**src/hw/rtl/lra_pkg.sv**
```systemverilog
`timescale 1ns / 1ps

package lra_pkg;

  localparam int NUM_LEDS      = 8;
  localparam int RING_W        = $clog2(NUM_LEDS);
  localparam int LED_IDX_W     = 3;
  localparam int COLOUR_W      = 8;
  localparam int POT_W         = 10;
  localparam int TICK_W        = 8;
  localparam int ELAPSED_W     = 11;
  localparam int PAL_W         = 4;
  localparam int PAL_ENTRIES   = 12;
  localparam int PERIOD_SCALE  = 10000;
  localparam int SCALE_W       = 14;
  localparam int PROD_W        = POT_W + SCALE_W;
  localparam int PERIOD_SHIFT  = 13;
  localparam int PERIOD_MIN    = 10;
  localparam int TICK_RESET    = 16;
  localparam int TRAIL_LEN     = 4;
  localparam int FIFO_DEPTH    = 2;
  localparam int FIFO_PTR_W    = (FIFO_DEPTH > 1) ? $clog2(FIFO_DEPTH) : 1;
  localparam int FIFO_CNT_W    = $clog2(FIFO_DEPTH + 1);

  typedef enum logic [1:0] {
    MODE_RUN,
    MODE_SHADOW,
    MODE_FADE
  } mode_t;

  // one frame to be drawn by the back end
  typedef struct packed {
    mode_t             mode;
    logic [RING_W-1:0] pos;
    logic [PAL_W-1:0]  pal;
  } frame_t;

  typedef struct packed {
    logic full;
    logic empty;
  } fifo_stat_t;

  // palette as green, red, blue
  function automatic logic [3*COLOUR_W-1:0] palette_grb(input logic [PAL_W-1:0] idx);
    logic [3*COLOUR_W-1:0] c;
    case (idx)
      4'd0:    c = 24'h00_ff_00;
      4'd1:    c = 24'h00_ff_7f;
      4'd2:    c = 24'h00_ff_ff;
      4'd3:    c = 24'h00_7f_ff;
      4'd4:    c = 24'h00_00_ff;
      4'd5:    c = 24'h7f_00_ff;
      4'd6:    c = 24'hff_00_ff;
      4'd7:    c = 24'hff_00_7f;
      4'd8:    c = 24'hff_00_00;
      4'd9:    c = 24'hff_7f_00;
      4'd10:   c = 24'hff_ff_00;
      4'd11:   c = 24'h7f_ff_00;
      default: c = 24'h00_00_00;
    endcase
    return c;
  endfunction

  function automatic logic [COLOUR_W-1:0] trail_blue(input logic [1:0] d);
    logic [COLOUR_W-1:0] b;
    case (d)
      2'd0:    b = 8'hff;
      2'd1:    b = 8'h80;
      2'd2:    b = 8'h40;
      default: b = 8'h10;
    endcase
    return b;
  endfunction

endpackage

```
**src/hw/rtl/lra_front.sv**
```systemverilog
`timescale 1ns / 1ps

module lra_front
  import lra_pkg::*;
(
  input  logic              clk,
  input  logic              rst,
  input  logic              accept,
  input  logic              button_level,
  input  logic [POT_W-1:0]  pot_sample,
  input  logic [TICK_W-1:0] tick_ms,
  output frame_t            frame
);

  logic                 prev_button;
  mode_t                anim_mode;
  logic [ELAPSED_W-1:0] elapsed_ms;
  logic [RING_W-1:0]    ring_pos;
  logic [PAL_W-1:0]     palette_idx;

  mode_t                anim_mode_next;
  logic [ELAPSED_W-1:0] elapsed_ms_next;
  logic [RING_W-1:0]    ring_pos_next;
  logic [PAL_W-1:0]     palette_idx_next;

  logic [PROD_W-1:0]    product;
  logic [ELAPSED_W-1:0] period_raw;
  logic [ELAPSED_W-1:0] period;
  logic [ELAPSED_W:0]   count;
  logic                 step;

  always_comb begin
    anim_mode_next = anim_mode;
    if (button_level && !prev_button) begin
      case (anim_mode)
        MODE_RUN:    anim_mode_next = MODE_SHADOW;
        MODE_SHADOW: anim_mode_next = MODE_FADE;
        default:     anim_mode_next = MODE_RUN;
      endcase
    end
  end

  assign product    = PROD_W'(pot_sample) * PROD_W'(PERIOD_SCALE);
  assign period_raw = product[PERIOD_SHIFT +: ELAPSED_W];
  assign period     = (period_raw < ELAPSED_W'(PERIOD_MIN)) ? ELAPSED_W'(PERIOD_MIN)
                                                             : period_raw;
  assign count      = {1'b0, elapsed_ms} + (ELAPSED_W + 1)'(tick_ms);
  assign step       = count >= {1'b0, period};

  always_comb begin
    elapsed_ms_next  = count[ELAPSED_W-1:0];
    ring_pos_next    = ring_pos;
    palette_idx_next = palette_idx;
    if (step) begin
      elapsed_ms_next  = '0;
      ring_pos_next    = (ring_pos == RING_W'(NUM_LEDS - 1)) ? '0 : ring_pos + 1'b1;
      palette_idx_next = (palette_idx == PAL_W'(PAL_ENTRIES - 1)) ? '0
                                                                  : palette_idx + 1'b1;
    end
  end

  always_ff @(posedge clk) begin
    if (rst) begin
      prev_button <= 1'b0;
      anim_mode   <= MODE_RUN;
      elapsed_ms  <= '0;
      ring_pos    <= '0;
      palette_idx <= '0;
    end else if (accept) begin
      prev_button <= button_level;
      anim_mode   <= anim_mode_next;
      elapsed_ms  <= elapsed_ms_next;
      ring_pos    <= ring_pos_next;
      palette_idx <= palette_idx_next;
    end
  end

  assign frame.mode = anim_mode_next;
  assign frame.pos  = ring_pos_next;
  assign frame.pal  = palette_idx_next;

endmodule

```
**src/hw/rtl/lra_fifo.sv**
```systemverilog
`timescale 1ns / 1ps

module lra_fifo
  import lra_pkg::*;
(
  input  logic       clk,
  input  logic       rst,
  input  logic       push,
  input  frame_t     push_frame,
  input  logic       pop,
  output frame_t     head,
  output fifo_stat_t stat
);

  frame_t                slots [FIFO_DEPTH];
  logic [FIFO_PTR_W-1:0] wr_ptr;
  logic [FIFO_PTR_W-1:0] rd_ptr;
  logic [FIFO_CNT_W-1:0] fill;

  assign stat.full  = fill == FIFO_CNT_W'(FIFO_DEPTH);
  assign stat.empty = fill == '0;
  assign head       = slots[rd_ptr];

  always_ff @(posedge clk) begin
    if (push) begin
      slots[wr_ptr] <= push_frame;
    end
  end

  always_ff @(posedge clk) begin
    if (rst) begin
      wr_ptr <= '0;
      rd_ptr <= '0;
      fill   <= '0;
    end else begin
      if (push) begin
        wr_ptr <= (wr_ptr == FIFO_PTR_W'(FIFO_DEPTH - 1)) ? '0 : wr_ptr + 1'b1;
      end
      if (pop) begin
        rd_ptr <= (rd_ptr == FIFO_PTR_W'(FIFO_DEPTH - 1)) ? '0 : rd_ptr + 1'b1;
      end
      case ({push, pop})
        2'b10:   fill <= fill + 1'b1;
        2'b01:   fill <= fill - 1'b1;
        default: fill <= fill;
      endcase
    end
  end

endmodule

```
**src/hw/rtl/lra_back.sv**
```systemverilog
`timescale 1ns / 1ps

module lra_back
  import lra_pkg::*;
(
  input  logic                 clk,
  input  logic                 rst,
  input  frame_t               head,
  input  fifo_stat_t           stat,
  output logic                 pop,
  output logic                 out_valid,
  input  logic                 out_stall,
  output logic [LED_IDX_W-1:0] led_index,
  output logic [COLOUR_W-1:0]  green,
  output logic [COLOUR_W-1:0]  red,
  output logic [COLOUR_W-1:0]  blue,
  output logic                 last_led
);

  frame_t              cur;
  logic                cur_valid;
  logic [RING_W-1:0]   cnt;
  logic                advance;
  logic                is_last;
  logic [RING_W:0]     diff;
  logic [RING_W:0]     behind;
  logic [3*COLOUR_W-1:0] pal_colour;
  logic [COLOUR_W-1:0] g_next;
  logic [COLOUR_W-1:0] r_next;
  logic [COLOUR_W-1:0] b_next;

  assign advance = !out_valid || !out_stall;
  assign is_last = cnt == RING_W'(NUM_LEDS - 1);
  assign pop     = advance && (!cur_valid || is_last) && !stat.empty;

  // distance behind the head of the trail, with wrap
  assign diff    = {1'b0, cur.pos} - {1'b0, cnt};
  assign behind  = diff[RING_W] ? diff + (RING_W + 1)'(NUM_LEDS) : diff;
  assign pal_colour = palette_grb(cur.pal);

  always_comb begin
    g_next = '0;
    r_next = '0;
    b_next = '0;
    case (cur.mode)
      MODE_RUN: begin
        if (cnt == cur.pos) r_next = 8'hff;
      end
      MODE_SHADOW: begin
        if (behind < (RING_W + 1)'(TRAIL_LEN)) b_next = trail_blue(behind[1:0]);
      end
      MODE_FADE: begin
        {g_next, r_next, b_next} = pal_colour;
      end
      default: begin
        g_next = '0;
      end
    endcase
  end

  always_ff @(posedge clk) begin
    if (rst) begin
      cur_valid <= 1'b0;
      out_valid <= 1'b0;
      cnt       <= '0;
    end else if (advance) begin
      out_valid <= cur_valid;
      if (!cur_valid || is_last) begin
        cur_valid <= !stat.empty;
        cnt       <= '0;
      end else begin
        cnt <= cnt + 1'b1;
      end
    end
  end

  always_ff @(posedge clk) begin
    if (pop) begin
      cur <= head;
    end
    if (advance && cur_valid) begin
      led_index <= LED_IDX_W'(cnt);
      green     <= g_next;
      red       <= r_next;
      blue      <= b_next;
      last_led  <= is_last;
    end
  end

endmodule

```
**src/hw/rtl/led_ring_animation_engine_core.sv**
```systemverilog
// led ring animation engine: one tick word in, NUM_LEDS colour words out
// a tick's frame goes through the queue and the back end's frame register to the output register
// the back end emits one colour word a cycle while out_stall is low, NUM_LEDS words per tick
// a two-frame queue lets the front take ticks while the back end is still drawing
// reset (rst, synchronous, active high) clears mode, counters, queue and out_valid; tick_ms to 16
`timescale 1ns / 1ps

module led_ring_animation_engine_core
  import lra_pkg::*;
(
  input  logic                 clk,
  input  logic                 rst,
  // configuration write: tick_ms
  input  logic                 cfg_valid,
  output logic                 cfg_ready,
  input  logic [TICK_W-1:0]    cfg_data,
  // tick words
  input  logic                 in_valid,
  output logic                 in_stall,
  input  logic                 button_level,
  input  logic [POT_W-1:0]     pot_sample,
  // colour words
  output logic                 out_valid,
  input  logic                 out_stall,
  output logic [LED_IDX_W-1:0] led_index,
  output logic [COLOUR_W-1:0]  green,
  output logic [COLOUR_W-1:0]  red,
  output logic [COLOUR_W-1:0]  blue,
  output logic                 last_led
);

  logic [TICK_W-1:0] tick_ms;
  logic              accept;
  logic              pop;
  frame_t            frame;
  frame_t            head;
  fifo_stat_t        stat;

  // config register, always writable
  assign cfg_ready = 1'b1;

  always_ff @(posedge clk) begin
    if (rst) begin
      tick_ms <= TICK_W'(TICK_RESET);
    end else if (cfg_valid && cfg_ready) begin
      tick_ms <= cfg_data;
    end
  end

  // front stalls only when the frame queue is full
  assign in_stall = stat.full;
  assign accept   = in_valid && !in_stall;

  // front: button edge, period compare, ring and palette stepping
  lra_front u_front (
    .clk          (clk),
    .rst          (rst),
    .accept       (accept),
    .button_level (button_level),
    .pot_sample   (pot_sample),
    .tick_ms      (tick_ms),
    .frame        (frame)
  );

  // frame queue between front and back
  lra_fifo u_fifo (
    .clk        (clk),
    .rst        (rst),
    .push       (accept),
    .push_frame (frame),
    .pop        (pop),
    .head       (head),
    .stat       (stat)
  );

  // back: walks the ring and draws one led a cycle into the output register while out_stall is low
  lra_back u_back (
    .clk       (clk),
    .rst       (rst),
    .head      (head),
    .stat      (stat),
    .pop       (pop),
    .out_valid (out_valid),
    .out_stall (out_stall),
    .led_index (led_index),
    .green     (green),
    .red       (red),
    .blue      (blue),
    .last_led  (last_led)
  );

  // within a frame the words follow with no gap and consecutive indices
  a_frame_seq: assert property (@(posedge clk) disable iff (rst)
    out_valid && !out_stall && !last_led |=>
      out_valid && led_index == LED_IDX_W'($past(led_index) + 1'b1))
    else $error("colour words of a frame not consecutive");

  // the closing word of a frame carries the final led number
  a_last_idx: assert property (@(posedge clk) disable iff (rst)
    out_valid && last_led |-> led_index == LED_IDX_W'(NUM_LEDS - 1))
    else $error("last_led on wrong led");

  // queue never overflows nor underflows
  a_queue: assert property (@(posedge clk) disable iff (rst)
    !(accept && stat.full) && !(pop && stat.empty))
    else $error("frame queue overrun");

endmodule

```
**config.mk**
```make
export PLATFORM = sky130hd
export DESIGN_NAME = led_ring_animation_engine_core
export DESIGN_NICKNAME = d
export VERILOG_FILES = /design/src/hw/rtl/lra_pkg.sv /design/src/hw/rtl/lra_front.sv /design/src/hw/rtl/lra_fifo.sv /design/src/hw/rtl/lra_back.sv /design/src/hw/rtl/led_ring_animation_engine_core.sv
export SDC_FILE = /design/constraint.sdc
export NUM_CORES = 1
export LEC_CHECK = 0
export BUFFER_PORTS_ARGS = -buffer_cell sky130_fd_sc_hd__buf_2
export CAP_MARGIN = 15
export CORE_AREA = 2 2 105 107
export DETAILED_ROUTE_END_ITERATION = 7
export DIE_AREA = 0 0 107 109
export PLACE_DENSITY = 0.73
export SLEW_MARGIN = 5
export SYNTH_ARGS = -nofsm -noshare
export SYNTH_HDL_FRONTEND = slang
export SYNTH_SLANG_ARGS = --single-unit
```
**constraint.sdc**
```tcl
create_clock -name clk -period 12.38 [get_ports clk]
set_input_delay 1.238 -clock clk [delete_from_list [all_inputs] [get_ports clk]]
set_output_delay 1.238 -clock clk [all_outputs]
set_load 0.02 [all_outputs]
```
* After elaboration in Yosys (flattened, before gate mapping)
Memories as Yosys holds them, arrays and structs flattened. A register that Yosys moved wholly into a read port is not among the register bits.
Cells that the tools add are included.
** Storage, ports and cells
- Flip-flop bits (word level) :: 66
- Memory bits (read-only) :: 384
- Bits in writable memories :: 18
- Memories kept :: 2
- Word-level logic and storage cells :: 84
** Operators by class
- Reductions and logical operators :: 19
- Multiply operators :: 1
- $add $sub $neg :: 10
- Muxes and demuxes :: 20
- Equal/unequal tests :: 12
- Magnitude comparators :: 3
** Memory list
- (name not given) :: depth 16, width 24, rd ports 1, clocked after memory_dff 0, wr ports 0, RTL line lra_pkg.sv:46 : case (idx)
- u_fifo.slots :: depth 2, width 9, rd ports 1, clocked after memory_dff 1, wr ports 1, RTL line lra_fifo.sv:15 : frame_t slots [FIFO_DEPTH];
** Operator list (count)
- $pmux 8 s2 :: 2
- $pmux 8 s3 :: 1
- $mux 11 :: 2
- $mul 10x10->20 const B :: 1
- $mux 8 :: 2
- $add 11x8->12 :: 1
- $ge 12x11->1 :: 1
- $mux 4 :: 3
- $lt 11x4->1 const B :: 1
- $mux 3 :: 3
- $eq 2x1->1 const B :: 4
- $eq 2x2->1 const B :: 4
- $logic_not 2->1 :: 4
- $pmux 2 s2 :: 2
- $add 3x1->3 const B :: 2
- $eq 3x3->1 const B :: 2
- $logic_not 1->1 :: 6
- $logic_and 1x1->1 :: 5
- $add 4x1->4 const B :: 1
- $add 4x4->4 const B :: 1
- $eq 4x4->1 const B :: 1
- $lt 4x3->1 const B :: 1
- $mux 1 :: 4
- $sub 3x3->4 :: 1
- other kinds (8) :: 10

* Logic depth before layout (Yosys ltp)
Gate-level depths: netlist of run 1.
- Depth after elaboration :: 7
- Depth in mapped cells :: 28
- Gate-level depth less buffers :: 27

* Modules after synthesis
Synthesis of run 1 repeated with hierarchy kept, for this count alone.
** Second synthesis, totals
- Cell total of the unflattened synthesis :: 600
- Area total of the unflattened synthesis :: 5989.5 um^2
** Modules (own cells, without submodules)
- lra_front :: seq. area each 420.4 um^2, area each 3180.6 um^2, instances 1, cells an instance 378
- lra_back :: seq. area each 850.8 um^2, area each 1649.1 um^2, instances 1, cells an instance 143
- lra_fifo :: seq. area each 640.6 um^2, area each 852.1 um^2, instances 1, cells an instance 50
- led_ring_animation_engine_core :: seq. area each 160.2 um^2, area each 307.8 um^2, instances 1, cells an instance 29

* Least setup slack after synthesis of run 1
OpenSTA, ideal clock, no wires.
- Path type :: input port to flip-flop
- Start point :: in pot_sample[3]
- End point :: mem u_fifo.slots[0][2] (netlist name) (data pin)
- Data arrival time :: 6.672 ns
- Buffers on the path :: 1
- Required time :: 12.121 ns
- Cell stages on the path :: 28
- Slack :: 5.449 ns
- Cells stage by stage :: inv_1 fa_1 inv_1 ha_1 ha_1 ha_1 inv_1 fa_1 inv_1 ha_1 nand3_1 o22a_1 a21o_1 or3_1 o311ai_2 nand3_2 nor4b_4 nor2_1 ha_1 nand2b_1 a21o_1 a21oi_1 o211ai_1 a31oi_1 o21ai_1 clkbuf_1 a21oi_1 a31o_1
** RTL lines
- start: declaration :: RTL line led_ring_animation_engine_core.sv:21 : input logic [POT_W-1:0] pot_sample,
- end: declaration :: RTL line lra_fifo.sv:15

==> flow_metrics.py, run 1 <==
metrics = {
    "floorplanning": {
        "dieWidth_um": 107,
        "pin_count": 55,
        "fp.dieH_um": 109,
        "core_area_um2": 10600,
        "die_area_um2": 11700,
        "start_util_pct": 53.2,
        "placementRows": 38,
    },
    "timing": {
        "clock-skew-final_ns": 0.0116,
        "final.period_utilization_pct": 59.6,
        "worst_hold_slack_ns": 0.460,
        "drv_slew": 0,
        "worst_pin_slew_ns": 0.966,
        "relSlewSlack_pct": 35.4,
        "fmax_mhz": 135,
        "period_minus_slack_ns": 7.38,
        "grt_setup_unrepaired": "false",
        "setup_viol": 0,
        "hold_viol_final": 0,
        "fin_tns_setup_ns": 0,
    },
    "logic_synthesis": {
        "synth_edf_count": 39,
        "yosysTopAreaCell": "edfxtp_1",
        "syn_area_per_cell_um2": 9.79,
        "synth_seq_cells": 77,
        "synth_top_area_share_pct": 20.8,
        "synth_area_um2": 5640,
        "ys_types": 57,
        "ys_warn_count": 0,
        "syn_nets": 701,
        "synthCells": 576,
        "ys.flop_type": "edfxtp_1",
        "synthArstFlopShare_pct": 0,
        "synth_seq_area_share_pct": 34.3,
        "synth_area_leaders": "edfxtp_1 21%, ha_1 18%, dfxtp_1 13%",
    },
    "cells_and_area": {
        "layoutNonFillerInstCount": 753,
        "antenna_cells": 0,
        "area_growth_syn_to_layout_pct": 7.59,
        "final_core_util_pct": 57.2,
        "final_layout_size_suffix_gt1_share_pct": 14.7,
        "fillCellCount": 877,
        "nets": 733,
    },
    "global_routing": {
        "grt_pass1_vias": 3802,
        "grt_pass1_wl_mm": 17.0,
        "grt_max_degree": 35,
        "grtUsageTotal_pct": 18.1,
        "grt.overflow.total": 0,
        "antenna_found_initial": 0,
    },
    "setup_path": {
        "startpoint_type": "input port",
        "cp.required_ns": 12.47,
        "reg2reg_from": "tick_ms[1]",
        "cp_data_arrival_time_ns": 7.47,
        "critPathKind": "input port to register",
        "ff2ff_setup_slack_ns": 8.25,
        "reg2reg_depth": 14,
        "cp_max_fo": 13,
        "worst_r2r_endpoint": "u_fifo.slots[0][4]",
        "crit_path_end_kind": "register",
    },
    "clock_network": {
        "numCtsBuffers": 9,
        "cts_root_buf": "clkbuf_8",
        "path_clk_slew_ns": 0.08,
        "clock_sinks": 77,
        "cts_tree": "built",
        "htree_levels": 3,
        "cts_hold_buf": 0,
        "postCtsSetupBuffers": 0,
        "cts.repair.resized": 0,
        "insertion_delay_ns": 0.35,
        "clock_path_buffers": 2,
    },
    "pwr": {
        "clkPwrFrac_pct": 14.2,
        "ir_drop_mv": 0.0799,
        "seqPwrFrac_pct": 31.8,
        "power_leakage_nw": 2.84,
        "power_frac_comb_pct": 54.0,
        "p_sw_mw": 0.516,
        "power_density_nw_per_um2": 197,
        "internal_power_mw": 0.679,
        "switching_share_pct": 43.2,
    },
    "worst_hold_path": {
        "hold_depth": 2,
        "hp-start": "u_front.elapsed_ms[0]",
        "hold_path_class": "register to register",
        "holdPathEnd": "u_front.elapsed_ms[0]",
    },
    "drt": {
        "wirelength_mm": 10.1,
        "drc": 0,
        "ant_nets": 0,
        "dr.pass1.iters": 5,
        "vias": 4040,
        "wl_per_cell_um": 13.4,
        "viasPerCell": 5.37,
        "drtIter0Drc": 127,
    },
    "placement": {
        "post-place-cells": 737,
        "dp_hpwl_mm": 7.91,
        "gp_congestion": 0.834,
        "io_buffers": 53,
    },
    "flow_run": {
        "drv_cap": 0,
    },
    "status": {
        "outcome": "complete, no violations",
    },
}
==> cells in the final DEF (no fill, tap or decap), types with 3 or more instances in the layout <==
cell type / n
or3_1: 4
nor2_1: 39
o21ai_1: 4
nand3b_1: 3
ha_1: 83
nand4_1: 4
nand3_1: 18
mux2i_1: 8
o21a_1: 5
edfxtp_1: 39
dfxtp_1: 38
a21boi_0: 5
mux2_2: 14
clkbuf_8: 9
xnor2_1: 14
buf_2: 53
xor2_1: 10
a21o_1: 12
o21ai_0: 18
fa_1: 18
inv_1: 64
o31ai_1: 4
a21oi_1: 41
and2_1: 5
nor3_1: 7
nand2b_1: 7
a31oi_1: 5
nor2b_1: 10
nand2_1: 34
==> cells in the mapped netlist, types with 2 or more instances <==
cell,n
a31oi_1,5
or3_1,4
nand2_1,34
nor4b_1,2
o221ai_1,2
a21boi_0,5
nand2b_1,7
nand4_1,4
xnor2_1,14
o21ai_1,4
nand3_1,18
nor2b_1,10
dfxtp_1,38
o21a_1,5
buf_2,2
mux2_2,14
inv_1,64
mux2i_1,8
a21oi_1,41
a21o_1,12
and2_1,5
clkbuf_1,13
nand3b_1,3
nor2_1,39
a211o_1,2
o31ai_1,4
or4_1,2
ha_1,83
edfxtp_1,39
o21ai_0,18
xor2_1,10
fa_1,18
buf_4,17
nor3_1,7
==> cell families (layout without fill, tap and decap cells) <==
kind of cell / count (synthesis) / after routing / synth area share (%)
simple gates: 142 / 142 / 12.7
compound gates: 113 / 113 / 12.7
fa+ha+maj: 101 / 101 / 24.8
buf+inv: 96 / 133 / 7.57
flops: 77 / 77 / 34.3
xor+xnor: 24 / 24 / 3.73
mux: 22 / 22 / 4.22
other cells: 1 / 1 / 0.0665
==> stage by stage <==
step           worst slack, ns  cell area (µm²)  power [mW]
2_1_floorplan             5.45             5640       0.908
3_3_place_gp              4.81             5890        1.00
3_5_place_dp              4.64             5890        1.03
4_1_cts                   5.01             6070        1.20
5_1_grt                   4.54             6070        1.30
6_report                  5.00             6070        1.20
==> sequential cells by signal, indices dropped and copies added (netlist names) <==
register,count
u_front.elapsed_ms,11
u_fifo.rd_ptr,1
u_front.anim_mode,2
u_back.led_index,3
u_fifo.fill,2
u_back.out_valid,1
u_fifo.wr_ptr,1
u_back.red,2
u_front.ring_pos,3
u_back.cur_valid,1
u_back.last_led,1
u_back.cur,9
u_front.prev_button,1
u_fifo.slots,18
u_back.blue,4
u_front.palette_idx,4
u_back.green,2
tick_ms,8
u_back.cnt,3
==> final cells by class <==
cell class,count,area [µm²],share of cell area (%)
multi-input cells,403,3280,54.1
flip-flops and latches,77,1930,31.8
repair buffers,53,265,4.37
inverters,64,240,3.96
well taps,140,175,2.89
clock buffers,9,124,2.04
clock inverters,7,50.0,0.825
==> critical path, stage by stage <==
cell and delay, ns:
buf_2 0.09, inv_1 0.10, fa_1 0.54, inv_1 0.04, ha_1 0.27, ha_1 0.28
ha_1 0.28, inv_1 0.05, fa_1 0.50, inv_1 0.04, ha_1 0.34, nand3_1 0.10
o22a_1 0.25, a21o_1 0.22, or3_1 0.40, o311ai_2 0.12, nand3_2 0.17, nor4b_4 0.33
nor2_1 0.08, ha_1 0.26, nand2b_1 0.09, a21o_1 0.10, a21oi_1 0.07, o211ai_1 0.19
a31oi_1 0.12, o21ai_1 0.72, mux2_2 0.44
==> how the worst max path moves through the flow <==
stage,startpoint,endpoint,depth (start not counted)
floorplan,pot_sample[3],u_fifo.slots[0][2],28
global placement,pot_sample[5],u_fifo.slots[0][1],27
detailed placement,pot_sample[3],u_fifo.slots[0][5],27
CTS,pot_sample[3],u_fifo.slots[1][5],27
global route,pot_sample[3],u_fifo.slots[1][5],27
finish,pot_sample[3],u_fifo.slots[1][0],27
==> per-layer routing <==
layer | vias up | GRT usage [%] | wire (µm)
met3 | 10 | 3.17 | 318
met2 | 86 | 33.5 | 5250
met5 | - | 0 | 0
met4 | 0 | 4.64 | 109
met1 | 1888 | 21.8 | 4400
li1 | 2056 | - | -
==> power by group through the flow <==
| stage | Combinational, mW | Sequential (mW) | Clock (mW) |
|---|---|---|---|
| after detailed placement | 0.646 | 0.386 | 0 |
| after CTS | 0.649 | 0.381 | 0.175 |
| final | 0.645 | 0.380 | 0.170 |
| after floorplan | 0.518 | 0.391 | 0 |
| after global routing | 0.725 | 0.388 | 0.186 |
| after global placement | 0.620 | 0.382 | 0 |
(Power assumes the default switching activity.)
==> inputs of run 2 (changes only) <==
- clock period: 12.38 -> 7.08 ns (I/O delays scaled with it)
==> flow_metrics.py, run 2 (synthesized netlist as in run 1, its figures left out) <==
metrics = {
    "status": {
        "outcome": "complete, no violations",
    },
    "clock_network": {
        "numCtsBuffers": 9,
        "clock_path_buffers": 2,
        "htree_levels": 3,
        "postCtsSetupBuffers": 0,
        "insertion_delay_ns": 0.36,
        "cts_tree": "built",
        "cts_root_buf": "clkbuf_8",
        "clock_sinks": 77,
        "path_clk_slew_ns": 0.09,
    },
    "floorplanning": {
        "placementRows": 38,
        "die_area_um2": 11700,
        "core_area_um2": 10600,
        "start_util_pct": 53.2,
        "fp.dieH_um": 109,
        "dieWidth_um": 107,
        "pin_count": 55,
    },
    "global_routing": {
        "grt_pass1_wl_mm": 17.1,
        "grt_max_degree": 35,
        "grt_pass1_vias": 3943,
        "grtUsageTotal_pct": 18.2,
        "antenna_found_initial": 0,
        "grt.overflow.total": 0,
    },
    "setup_path": {
        "crit_top_cell": "ha_1",
        "cpLargestDelayFamily": "adder cells",
        "reg2reg_depth": 14,
        "startpoint": "pot_sample[3]",
        "cp_data_arrival_time_ns": 6.74,
        "startpoint_type": "input port",
        "slowest_stage": "fa_1",
        "crit_buf_inv": 6,
        "critPathMaxStageDelay_ns": 0.57,
        "cp.depth": 28,
        "critPathKind": "input port to register",
        "reg2reg_from": "tick_ms[1]",
        "cp_max_fo": 11,
        "crit_path_end_kind": "register",
        "cp.required_ns": 7.18,
    },
    "pwr": {
        "ir_drop_mv": 0.135,
        "power_leakage_nw": 2.86,
        "power_density_nw_per_um2": 349,
    },
    "drt": {
        "wirelength_mm": 10.1,
        "drc": 0,
        "drtIter0Drc": 118,
        "dr.pass1.iters": 5,
        "wl_per_cell_um": 13.4,
        "viasPerCell": 5.36,
        "vias": 4048,
        "ant_nets": 0,
    },
    "cells_and_area": {
        "area_growth_syn_to_layout_pct": 8.19,
        "final_common_cell": "ha_1",
        "largest_registers": "u_fifo.slots: 18 flops, u_front.elapsed_ms: 11 flops, u_back.cur: 9 flops",
        "final_cell_mix": "83 x ha_1, 64 x inv_1, 53 x buf_2",
        "nets": 735,
        "final_layout_size_suffix_gt1_share_pct": 14.8,
        "largest_reg_flops": 18,
        "antenna_cells": 0,
        "top_register": "u_fifo.slots",
    },
    "timing": {
        "final.period_utilization_pct": 93.8,
        "fin_ws_ns": 0.440,
        "setup_viol": 0,
        "grt_setup_unrepaired": "false",
        "fmax_mhz": 151,
        "worst_hold_slack_ns": 0.459,
        "period_minus_slack_ns": 6.64,
        "clock-skew-final_ns": 0.0162,
        "hold_viol_final": 0,
        "worst_pin_slew_ns": 0.969,
        "relSlewSlack_pct": 35.1,
        "drv_slew": 0,
    },
    "worst_hold_path": {
        "hp-start": "u_front.elapsed_ms[6]",
        "hold_depth": 2,
        "hold_path_class": "register to register",
    },
    "placement": {
        "dp_hpwl_mm": 8.09,
        "dp_slack_ns": -0.0000853,
        "io_buffers": 53,
        "gp_congestion": 0.844,
    },
    "flow_run": {
        "drv_cap": 0,
    },
}
## run 2: through the flow
stage / std cells / total power, mW / instance area [µm²] / TNS [ns] / util, %
finish: 755 / 2.13 / 6100 / 0 / 57.5
global route: 755 / 2.33 / 6100 / 0 / 57.5
global placement: 739 / 1.76 / 5910 / 0 / 55.7
CTS: 755 / 2.15 / 6100 / 0 / 57.5
detailed placement: 739 / 1.81 / 5910 / -0.0000853 / 55.7
floorplan: 576 / 1.59 / 5640 / 0 / -
## run 2: tightest hold or removal path: stages, from the launching register on
cell     delay [ns]
dfxtp_1        0.32
nand2_1        0.05
a21oi_1        0.05
## run 2: layout make-up
cell class / instances / area (µm²)
Sequential cell: 77 / 1930
Tap cell: 140 / 175
Timing Repair Buffer: 55 / 280
Clock inverter: 4 / 56.3
Multi-Input combinational cell: 403 / 3280
Inverter: 64 / 240
Fill cell: 906 / 4500
Clock buffer: 12 / 135
## run 2: worst paths after layout
check,slack (ns),end
setup / recovery,0.44,u_fifo.slots[1][0]
hold / removal,0.46,u_front.elapsed_ms[6]
setup reg to reg,3.20,u_fifo.slots[1][0]
hold reg to reg,0.46,u_front.elapsed_ms[6]
## run 2: routing by layer
metal  vias to the layer above  GRT usage (%)  part of all wire [%]
met4                         0           6.22                   1.7
met2                        76           34.6                    53
met1                      1899           20.3                    42
met5                         -              0                     0
li1                       2057              -                     -
met3                        16           3.65                   3.1
## run 2: power breakdown
group          leakage (nW)  switching (mW)  internal (mW)
sequential            0.685          0.0652          0.598
combinational          2.08           0.675          0.469
clock                0.0952           0.159          0.166
total                  2.86           0.899           1.23
## run 2: what timing repair did
action / CTS / global route
hold buffers: 0 / 0
gates resized for setup: 0 / 1
setup endpoints to repair: 0 / 15
